==> src/sv/tcpcs_pkg.sv <==
// Package for the TCP checksum unit with the IPv4 pseudo-header.
// Holds the shared constants and the record passed from the accumulator to the finish stage.
// No dependencies.
`default_nettype none

package tcpcs_pkg;

  localparam int unsigned WORD_W  = 16;
  localparam int unsigned COUNT_W = 17;
  localparam int unsigned ADDR_W  = 32;
  localparam int unsigned PSUM_W  = 19;

  localparam logic [COUNT_W-1:0] CHECK_FIELD_OFFSET = 17'd16;
  localparam logic [COUNT_W-1:0] COUNT_LIMIT        = 17'h10000;
  localparam logic [WORD_W-1:0]  TCP_PROTO_WORD     = 16'h0006;
  localparam logic [WORD_W-1:0]  LEN_MAX            = 16'hffff;

  typedef struct packed {
    logic [WORD_W-1:0] seg_sum;
    logic [PSUM_W-1:0] addr_sum;
    logic [WORD_W-1:0] seg_len;
    logic              len_ovf;
  } mid_t;

endpackage

`default_nettype wire

==> src/sv/tcpcs_if.sv <==
// Channel interfaces for the TCP checksum unit: segment words in, results out.
// Each carries valid, ready and the payload fields; no dependencies.
`default_nettype none

interface tcpcs_seg_if;
  logic        valid;
  logic        ready;
  logic [15:0] segment_word;
  logic        high_byte_only;
  logic        first_word;
  logic        last_word;
  logic [31:0] source_address;
  logic [31:0] dest_address;

  modport source (
    output valid, segment_word, high_byte_only, first_word, last_word,
           source_address, dest_address,
    input  ready
  );
  modport sink (
    input  valid, segment_word, high_byte_only, first_word, last_word,
           source_address, dest_address,
    output ready
  );
endinterface

interface tcpcs_res_if;
  logic        valid;
  logic        ready;
  logic [15:0] checksum_value;
  logic [15:0] segment_length;
  logic        length_overflow;

  modport source (
    output valid, checksum_value, segment_length, length_overflow,
    input  ready
  );
  modport sink (
    input  valid, checksum_value, segment_length, length_overflow,
    output ready
  );
endinterface

`default_nettype wire

==> src/sv/tcpcs_accum.sv <==
// Input register and running one's-complement accumulator with byte counter.
// Emits one mid_t record per segment on its last word. Depends on tcpcs_pkg and tcpcs_if.
`default_nettype none

module tcpcs_accum
  import tcpcs_pkg::*;
(
  input  wire logic     clk,
  input  wire logic     rst,
  tcpcs_seg_if.sink     segment,
  output logic          mid_valid,
  input  wire logic     mid_ready,
  output mid_t          mid_data
);

  logic                in_valid;
  logic [WORD_W-1:0]   in_word;
  logic                in_half;
  logic                in_first;
  logic                in_last;
  logic [ADDR_W-1:0]   in_src;
  logic [ADDR_W-1:0]   in_dst;

  logic [WORD_W-1:0]   acc;
  logic [COUNT_W-1:0]  byte_count;
  logic [PSUM_W-1:0]   addr_sum;

  logic                consume;
  logic [WORD_W-1:0]   base_acc;
  logic [COUNT_W-1:0]  base_cnt;
  logic [WORD_W-1:0]   add_word;
  logic [WORD_W:0]     raw_sum;
  logic [WORD_W-1:0]   acc_next;
  logic [COUNT_W-1:0]  cnt_sum;
  logic [COUNT_W-1:0]  byte_count_next;
  logic [PSUM_W-1:0]   addr_sum_next;
  logic [WORD_W-1:0]   len_out;

  assign consume       = in_valid && (!in_last || !mid_valid || mid_ready);
  assign segment.ready = !in_valid || consume;

  always_comb begin
    base_acc = in_first ? '0 : acc;
    base_cnt = in_first ? '0 : byte_count;
    if (base_cnt == CHECK_FIELD_OFFSET) begin
      add_word = '0;
    end else if (in_half) begin
      add_word = {in_word[15:8], 8'h00};
    end else begin
      add_word = in_word;
    end
    raw_sum  = {1'b0, base_acc} + {1'b0, add_word};
    acc_next = raw_sum[WORD_W-1:0] + {{(WORD_W-1){1'b0}}, raw_sum[WORD_W]};

    cnt_sum = base_cnt + (in_half ? 17'd1 : 17'd2);
    byte_count_next = (cnt_sum > COUNT_LIMIT) ? COUNT_LIMIT : cnt_sum;
    len_out = byte_count_next[16] ? LEN_MAX : byte_count_next[15:0];

    if (in_first) begin
      addr_sum_next = PSUM_W'(in_src[31:16]) + PSUM_W'(in_src[15:0])
                    + PSUM_W'(in_dst[31:16]) + PSUM_W'(in_dst[15:0])
                    + PSUM_W'(TCP_PROTO_WORD);
    end else begin
      addr_sum_next = addr_sum;
    end
  end

  always_ff @(posedge clk) begin
    if (rst) begin
      in_valid <= 1'b0;
    end else if (segment.ready) begin
      in_valid <= segment.valid;
    end
  end

  always_ff @(posedge clk) begin
    if (segment.valid && segment.ready) begin
      in_word  <= segment.segment_word;
      in_half  <= segment.high_byte_only;
      in_first <= segment.first_word;
      in_last  <= segment.last_word;
      in_src   <= segment.source_address;
      in_dst   <= segment.dest_address;
    end
  end

  always_ff @(posedge clk) begin
    if (rst) begin
      acc        <= '0;
      byte_count <= '0;
      addr_sum   <= PSUM_W'(TCP_PROTO_WORD);
    end else if (consume) begin
      addr_sum <= addr_sum_next;
      if (in_last) begin
        acc        <= '0;
        byte_count <= '0;
      end else begin
        acc        <= acc_next;
        byte_count <= byte_count_next;
      end
    end
  end

  always_ff @(posedge clk) begin
    if (rst) begin
      mid_valid <= 1'b0;
    end else if (consume && in_last) begin
      mid_valid <= 1'b1;
    end else if (mid_ready) begin
      mid_valid <= 1'b0;
    end
  end

  always_ff @(posedge clk) begin
    if (consume && in_last) begin
      mid_data.seg_sum  <= acc_next;
      mid_data.addr_sum <= addr_sum_next;
      mid_data.seg_len  <= len_out;
      mid_data.len_ovf  <= byte_count_next[16];
    end
  end

endmodule

`default_nettype wire

==> src/sv/tcpcs_finish.sv <==
// Adds the pseudo-header and length to the segment sum, folds, complements and registers the result.
// Depends on tcpcs_pkg and tcpcs_if.
`default_nettype none

module tcpcs_finish
  import tcpcs_pkg::*;
(
  input  wire logic     clk,
  input  wire logic     rst,
  input  wire logic     mid_valid,
  output logic          mid_ready,
  input  mid_t          mid_data,
  tcpcs_res_if.source   result
);

  logic                out_valid;
  logic [WORD_W-1:0]   out_sum;
  logic [WORD_W-1:0]   out_len;
  logic                out_ovf;

  logic [PSUM_W-1:0]   total;
  logic [WORD_W:0]     fold_a;
  logic [WORD_W-1:0]   fold_b;

  assign mid_ready = !out_valid || result.ready;

  always_comb begin
    total  = PSUM_W'(mid_data.seg_sum) + mid_data.addr_sum + PSUM_W'(mid_data.seg_len);
    fold_a = {1'b0, total[WORD_W-1:0]} + (WORD_W+1)'(total[PSUM_W-1:WORD_W]);
    fold_b = fold_a[WORD_W-1:0] + {{(WORD_W-1){1'b0}}, fold_a[WORD_W]};
  end

  always_ff @(posedge clk) begin
    if (rst) begin
      out_valid <= 1'b0;
    end else if (mid_ready) begin
      out_valid <= mid_valid;
    end
  end

  always_ff @(posedge clk) begin
    if (mid_valid && mid_ready) begin
      out_sum <= ~fold_b;
      out_len <= mid_data.seg_len;
      out_ovf <= mid_data.len_ovf;
    end
  end

  assign result.valid           = out_valid;
  assign result.checksum_value  = out_sum;
  assign result.segment_length  = out_len;
  assign result.length_overflow = out_ovf;

endmodule

`default_nettype wire

==> src/sv/tcp_checksum_pseudo_header_unit.sv <==
// TCP checksum unit with IPv4 pseudo-header, one 16-bit segment word per transaction.
// Throughput: one word every cycle while no last word waits on a stalled record.
// A last word passes the input, record and result registers before its result is offered.
// Back-pressure on the result channel stalls the pipeline only when results are waiting.
// Synchronous reset clears all valid flags, the accumulator and the byte count, and loads
// the address sum with the protocol word alone.
// Depends on tcpcs_pkg, tcpcs_if, tcpcs_accum and tcpcs_finish.
`default_nettype none

module tcp_checksum_pseudo_header_unit
  import tcpcs_pkg::*;
(
  input  wire logic     clk,
  input  wire logic     rst,
  tcpcs_seg_if.sink     segment,
  tcpcs_res_if.source   result
);

  logic mid_valid;
  logic mid_ready;
  mid_t mid_data;

  tcpcs_accum u_accum (
    .clk       (clk),
    .rst       (rst),
    .segment   (segment),
    .mid_valid (mid_valid),
    .mid_ready (mid_ready),
    .mid_data  (mid_data)
  );

  tcpcs_finish u_finish (
    .clk       (clk),
    .rst       (rst),
    .mid_valid (mid_valid),
    .mid_ready (mid_ready),
    .mid_data  (mid_data),
    .result    (result)
  );

  a_mid_hold: assert property (@(posedge clk) disable iff (rst)
    mid_valid && !mid_ready |=> mid_valid && $stable(mid_data))
    else $error("Pending record changed while stalled.");

  a_ovf_len: assert property (@(posedge clk) disable iff (rst)
    result.valid && result.length_overflow |-> result.segment_length == LEN_MAX)
    else $error("Overflowed length is not saturated.");

  a_len_nonzero: assert property (@(posedge clk) disable iff (rst)
    result.valid |-> result.segment_length != '0)
    else $error("Result carries a zero segment length.");

endmodule

`default_nettype wire

==> src/flat_wrapper.sv <==
// flat-port wrapper written by rule: the top's interface ports become plain ports
module tcp_checksum_pseudo_header_unit_flat import tcpcs_pkg::*;
  (clk, rst, segment_valid, segment_segment_word, segment_high_byte_only, segment_first_word, segment_last_word, segment_source_address, segment_dest_address, segment_ready, result_valid, result_checksum_value, result_segment_length, result_length_overflow, result_ready);
  tcpcs_seg_if segment_i ();
  tcpcs_res_if result_i ();
  input  wire logic clk;
  input  wire logic rst;
  input wire logic [$bits(segment_i.valid)-1:0] segment_valid;
  input wire logic [$bits(segment_i.segment_word)-1:0] segment_segment_word;
  input wire logic [$bits(segment_i.high_byte_only)-1:0] segment_high_byte_only;
  input wire logic [$bits(segment_i.first_word)-1:0] segment_first_word;
  input wire logic [$bits(segment_i.last_word)-1:0] segment_last_word;
  input wire logic [$bits(segment_i.source_address)-1:0] segment_source_address;
  input wire logic [$bits(segment_i.dest_address)-1:0] segment_dest_address;
  output wire logic [$bits(segment_i.ready)-1:0] segment_ready;
  output wire logic [$bits(result_i.valid)-1:0] result_valid;
  output wire logic [$bits(result_i.checksum_value)-1:0] result_checksum_value;
  output wire logic [$bits(result_i.segment_length)-1:0] result_segment_length;
  output wire logic [$bits(result_i.length_overflow)-1:0] result_length_overflow;
  input wire logic [$bits(result_i.ready)-1:0] result_ready;
  assign segment_i.valid = segment_valid;
  assign segment_i.segment_word = segment_segment_word;
  assign segment_i.high_byte_only = segment_high_byte_only;
  assign segment_i.first_word = segment_first_word;
  assign segment_i.last_word = segment_last_word;
  assign segment_i.source_address = segment_source_address;
  assign segment_i.dest_address = segment_dest_address;
  assign segment_ready = segment_i.ready;
  assign result_valid = result_i.valid;
  assign result_checksum_value = result_i.checksum_value;
  assign result_segment_length = result_i.segment_length;
  assign result_length_overflow = result_i.length_overflow;
  assign result_i.ready = result_ready;
  tcp_checksum_pseudo_header_unit u_core (.clk(clk), .rst(rst), .segment(segment_i), .result(result_i));
endmodule
==> config.mk <==
export PLATFORM = sky130hd
export DESIGN_NAME = tcp_checksum_pseudo_header_unit_flat
export DESIGN_NICKNAME = d
export VERILOG_FILES = /design/src/sv/tcpcs_pkg.sv /design/src/sv/tcpcs_if.sv /design/src/sv/tcpcs_accum.sv /design/src/sv/tcpcs_finish.sv /design/src/sv/tcp_checksum_pseudo_header_unit.sv /design/src/flat_wrapper.sv
export SDC_FILE = /design/constraint.sdc
export NUM_CORES = 1
export LEC_CHECK = 0
export BUFFER_PORTS_ARGS = -buffer_cell sky130_fd_sc_hd__buf_2
export CAP_MARGIN = 20
export CELL_PAD_IN_SITES_DETAIL_PLACEMENT = 0
export CELL_PAD_IN_SITES_GLOBAL_PLACEMENT = 1
export CORE_MARGIN = 4
export CORE_UTILIZATION = 30
export DETAILED_ROUTE_END_ITERATION = 8
export PLACE_DENSITY = 0.66
export SLEW_MARGIN = 25
export SYNTH_ARGS = -nofsm -noshare
export SYNTH_HDL_FRONTEND = slang
export SYNTH_SLANG_ARGS = --single-unit
==> constraint.sdc <==
create_clock -name clk -period 7.2 [get_ports clk]
set_input_delay 1.44 -clock clk [delete_from_list [all_inputs] [get_ports clk]]
set_output_delay 1.44 -clock clk [all_outputs]
set_load 0.05 [all_outputs]
## Word-level counts from Yosys, hierarchy flattened

Cells that the tools add are included.

- Bits of input ports: 87
- Word-level logic and storage cells: 57
- Register bits after elaboration: 223

- Bitwise gates (word level): 1
- Equality and inequality tests: 1
- Reductions and logical operators: 13
- Magnitude comparators: 1
- Muxes and demuxes: 11
- $add $sub $neg: 11

Operators with widths:

| kind | number |
|---|---|
| $mux W17 | 3 |
| $mux W16 | 3 |
| $add A16 B16 Y17 | 2 |
| $add A16 B1 Y16 | 2 |
| $add A16 B19 Y19 | 1 |
| $add A18 B16 Y19 | 1 |
| $add A19 B16 Y19 | 1 |
| $add A19 B3 Y19 const B | 1 |
| $mux W19 | 1 |
| $add A17 B16 Y18 | 1 |
| $add A16 B3 Y17 | 1 |
| $add A17 B2 Y17 | 1 |
| $eq A17 B5 Y1 const B | 1 |
| $gt A17 B17 Y1 const B | 1 |
| $not A16 Y16 | 1 |
| $mux W8 | 1 |
| $logic_and A1 B1 Y1 | 4 |
| $logic_not A1 Y1 | 4 |
| $logic_or A1 B1 Y1 | 4 |
| $mux W1 | 2 |
| $mux W2 | 1 |
| $reduce_bool A2 Y1 | 1 |

## Logic depth before layout (Yosys ltp)

- Depth after elaboration: 6
- Depth in mapped cells: 29
- Mapped depth without buffers: 29

## Modules after synthesis

From an unflattened synthesis, not the netlist that was laid out.

- Cell total of the unflattened synthesis: 1070
- Area, all modules: 12553.3 µm²

Modules (own cells, without submodules):

| module | cells an instance | seq. area each (µm²) | instances | area an instance (µm²) |
|---|---|---|---|---|
| tcpcs_accum | 822 | 5134.9 | 1 | 9800.6 |
| tcpcs_finish | 248 | 1011.0 | 1 | 2752.6 |

## Worst setup path after synthesis

OpenSTA, ideal clock, no wires.

- Path type: reg2reg
- Start: reg, netlist name u_core.u_accum.mid_data[2]
- End: reg u_core.u_finish.out_sum[15], in the netlist u_core.u_finish.result.checksum_value[15] (data pin)
- Path slack: 1199 ps
- Data arrival time: 5738 ps
- Library setup time: 262 ps
- Stages on the path, launching flop included: 29
- Path buffers: 0
- Cell sequence: edfxtp_1 fa_1 ha_1 inv_1 fa_1 nor2b_1 o311ai_2 a211oi_1 nor2_1 nor2_1 o21ai_0 a21oi_1 a21o_1 a21o_1 xnor2_1 fa_1 nor2b_1 o21a_1 nand3_1 nor2_1 nand4b_1 nor3_1 ha_1 nand3_1 or2_2 nand2b_1 nor4_1 a41oi_1 xnor2_1

- Word-level cells in the longest chain between the ends: 4

Ends and longest elaborated chain:

| what | line | text |
|---|---|---|
| $add A19 B16 Y19 | tcpcs_finish.sv:28 | `total = PSUM_W'(mid_data.seg_sum) + mid_data.addr_sum + PSUM_W'(mid_data.seg_len);` |
| $add A16 B3 Y17 | tcpcs_finish.sv:29 | `fold_a = {1'b0, total[WORD_W-1:0]} + (WORD_W+1)'(total[PSUM_W-1:WORD_W]);` |
| $add A16 B1 Y16 | tcpcs_finish.sv:30 | `fold_b = fold_a[WORD_W-1:0] + {{(WORD_W-1){1'b0}}, fold_a[WORD_W]};` |
| $not A16 Y16 | tcpcs_finish.sv:43 | `out_sum <= ~fold_b;` |
| to (signal assigned) | tcpcs_finish.sv:43 |  |
| to (decl) | tcpcs_finish.sv:17 | `logic [WORD_W-1:0] out_sum;` |

Every way passes these cells.
A chain may end at the register's enable or synchronous reset.

## Worst setup path in the final report

- Start: reg, netlist name u_core.u_accum.mid_data[2]
- End: reg u_core.u_finish.out_sum[15], in the netlist u_core.u_finish.result.checksum_value[15] (data pin)

- Word-level cells in the longest chain between the ends: 4

Ends and longest elaborated chain:

| what | line |
|---|---|
| $add A19 B16 Y19 | tcpcs_finish.sv:28 |
| $add A16 B3 Y17 | tcpcs_finish.sv:29 |
| $add A16 B1 Y16 | tcpcs_finish.sv:30 |
| $not A16 Y16 | tcpcs_finish.sv:43 |

Every way passes these cells.

==> summary.md <==
| Metric | Value |
|---|---|
| Top_reg_cell synth | `edfxtp_1` |
| Synth unique cells | `70` |
| Worst Setup End Kind | `flop` |
| Layout Cells excl Fill | `1756` |
| FP Rows | `74` |
| Area grow syn2layout | `17.6%` |
| Minimum clock period | `6.74 ns` |
| Tcrit/Tclk final | `93.6%` |
| Routed wire per std cell | `16.2 um` |
| DR DRC count | `0` |
| Most common cell after layout, fill and taps aside | `edfxtp_1` |
| Synth async-reset ratio | `0%` |
| Vias in the first global route | `8498` |
| Setup bufs post-CTS | `0` |
| Final Hold Viols | `0` |
| Fin nets | `1414` |
| GRT Util Overall | `12.5%` |
| Initial drt markers | `455` |
| Reg clk slew, reported paths | `0.06 ns` |
| M3 GR Usage | `2.05%` |
| Worst hold slack | `0.420 ns` |
| Final setup fails | `0` |
| Post-synth EDFFs | `168` |
| Antenna violations before repair | `1` |
| Number of port buffers | `121` |
| Die ar. | `44800 sq um` |
| Core Region | `40900 sq um` |
| Cell area after synthesis | `12400 sq um` |
| Status | `finished, final reports clean` |
| Syn Area/Cell | `11.6 sq um` |
| RD Place Congestion | `0.847` |
| Worst-Skew Late Latency | `0.55 ns` |
| Syn_nets | `1284` |
| Rel. slew slack | `43.8%` |
| Vias | `8397` |
| ANT nets after route | `0` |
| First drt pass iteration count | `5` |
| Vias per cell | `4.78` |
| CTS Buf Count | `27` |
| Die X | `212 um` |
| Crit Path Max Fanout | `7` |
| Synthesis-stage register bit count | `223` |
| CP max-delay cell | `fa_1` |
| Required time of the critical path | `7.48 ns` |
| Final slew viol count | `0` |
| Setup_tns | `0 ns` |
| GRT Residual Overflow | `0` |
| Cts hold-fix bufs | `0` |
| Hpwl dp | `21600 um` |
| CP arrival | `7.02 ns` |
| Skew final | `0.0131 ns` |
| GRT met2 Usage | `20.4%` |
| Most frequent cells in the layout | `edfxtp_1, buf_2, nand2_1` |
| P per Cell Area | `301 nW/um^2` |
| Drt total wl | `28500 um` |
| Kind of critical path | `reg -> reg` |
| Bufs on Longest Clock Path | `3` |
| Critical Path Max Stage Delay | `0.55 ns` |
| Register area share after synthesis | `49.4%` |
| Pin count of the biggest net entering global routing | `84` |
| Layout cell share with drive strength beyond 1 | `16.7%` |
| Syn Inst Count | `1072` |
| IO Count | `122` |
| Root Buffer | `clkbuf_16` |
| M1 GR Usage | `17.5%` |
| CTS tree | `built` |
| Clk sinks | `223` |
| Depth of the CTS H-tree | `1` |
| VDD IR max | `0.217 mV` |
| Warnings, synthesis | `0` |
| Worst-Margin Slew | `0.832 ns` |
| Fmax | `148 MHz` |
| # placed instances | `1704` |
| First-pass GRT wire length | `45200 um` |
| Grt peak-use layer | `met2` |
| Leak | `0.00584 uW` |
| Initial Util | `30.4%` |
| Min-Delay Path Class | `reg -> reg` |
| Total of max-cap violations | `0` |
| CP startpoint kind | `flop` |
| Power, Total | `4400 uW` |
| Die height | `212 um` |
| Crit path top cell by count | `fa_1` |
-- critical path: cells and delay by family, from the launching register on --
| family | cells | cell delay (ns) |
|---|---|---|
| AO/OA/AOI/OAI | 8 | 1.59 |
| buffers and inverters | 1 | 0.05 |
| flip-flops | 1 | 0.41 |
| XOR/XNOR | 2 | 0.26 |
| AND/OR/NAND/NOR | 12 | 2.39 |
| adder cells (fa/ha/maj) | 5 | 1.77 |
-- path summary, 6_finish.rpt --
| check | from | end | slack [ns] | cells past startpoint |
|---|---|---|---|---|
| setup / recovery | u_core.u_accum.mid_data[2]$_SDFFCE_PP1P_ | u_core.u_finish.result.checksum_value[15]$_DFFE_PP_ | 0.46 | 28 |
| hold / removal | u_core.u_accum.mid_data[0]$_DFFE_PP_ | u_core.u_finish.result.length_overflow$_DFFE_PP_ | 0.42 | 0 |
| setup reg to reg | u_core.u_accum.mid_data[2]$_SDFFCE_PP1P_ | u_core.u_finish.result.checksum_value[15]$_DFFE_PP_ | 0.46 | 28 |
| hold reg to reg | u_core.u_accum.mid_data[0]$_DFFE_PP_ | u_core.u_finish.result.length_overflow$_DFFE_PP_ | 0.42 | 0 |
-- power breakdown --
part	leakage (uW)	internal, uW	switching, uW	total (uW)
Sequential	0.00210	1520	46.1	1570
Clock	0.000443	856	530	1390
Combinational	0.00330	608	836	1440
-- timing repair --
| action | 4_1_cts | 5_1_grt |
|---|---|---|
| resized for setup | 0 | 1 |
| endpoints found under the setup margin | 0 | 1 |
| endpoints found under the hold margin | 0 | 0 |
-- final cells by class --
class                           count  area [sq um]
Timing Repair Buffer              130           706
Fill cell                        4068         26300
Inverter                           40           150
Clock buffer                       35           726
Tap cell                          532           666
Antenna cell                        1          2.50
Clock inverter                     15           193
Sequential cell                   223          6150
Multi-Input combinational cell    780          6040
-- per-stage QoR --
stage / cell area [sq um] / util (%) / setup slack, ns
after floorplan: 12400 / - / 1.20
after global placement: 13700 / 33.4 / 0.578
after detailed placement: 13700 / 33.4 / 0.443
after CTS: 14600 / 35.7 / 0.438
after global routing: 14600 / 35.7 / -0.00987
final: 14600 / 35.7 / 0.462
-- logic make-up (layout without fill, tap and decap cells) --
logic type               count (synthesis)  in the layout  share of synthesized area [%]
flip-flops                             223            223                           49.4
AND/OR/NAND/NOR                        339            339                           13.6
multiplexers                            19             19                           1.71
AO/OA/AOI/OAI                          209            209                           11.2
other                                    0              1                              0
buffers and inverters                   69            220                           2.18
adder cells (fa/ha/maj)                126            126                           15.8
XOR/XNOR                                87             87                           6.12
-- Yosys cell counts, types with 3 or more instances --
cell      number  share of area (%)
o21a_1        11               0.66
o21ai_0       17               0.68
nand3b_1       3               0.18
clkbuf_1      21               0.63
o21ai_1       10               0.40
nor4_1        12               0.60
nor2b_1       32                1.6
edfxtp_1     168                 41
a211oi_1       6               0.36
and2_1        12               0.60
fa_1          52                8.4
or3_1         10               0.50
xor2_1        34                2.4
o211ai_1       6               0.36
nor2_1        76                2.3
inv_1         40                1.2
a21oi_1       66                2.7
ha_1          73                7.3
mux2_2        18                1.6
a21o_1        21                1.3
buf_1          5               0.15
nand2b_1      17               0.85
nand2_1       90                2.7
o211a_1        4               0.32
a31oi_1        7               0.35
or2_2          4               0.20
dfxtp_1       55                8.8
nand3_1       25                1.0
xnor2_1       53                3.7
a22oi_1       23                1.4
nand4_1       12               0.60
and3_1        13               0.65
o31ai_1        5               0.30
nor3_1        21               0.84
or4_1          3               0.18
-- state kept, by name (all words and copies together) (netlist names), 16 cells and up --
signal / cells
u_core.u_accum.in_word: 16
u_core.u_accum.in_src: 32
u_core.u_accum.in_dst: 32
u_core.u_accum.mid_data: 52
u_core.u_accum.byte_count: 17
u_core.u_accum.acc: 16
u_core.u_accum.addr_sum: 19
u_core.u_finish.result.checksum_value: 16
u_core.u_finish.result.segment_length: 16
-- per-layer routing --
layer | share of wire, % | up-vias | wire, um
li1 | - | 4194 | -
met1 | 47 | 3930 | 13300
met2 | 46 | 220 | 13100
met3 | 4.6 | 51 | 1310
met4 | 2.8 | 2 | 784
met5 | 0.046 | - | 13
Power figures use the tool's default switching activity.
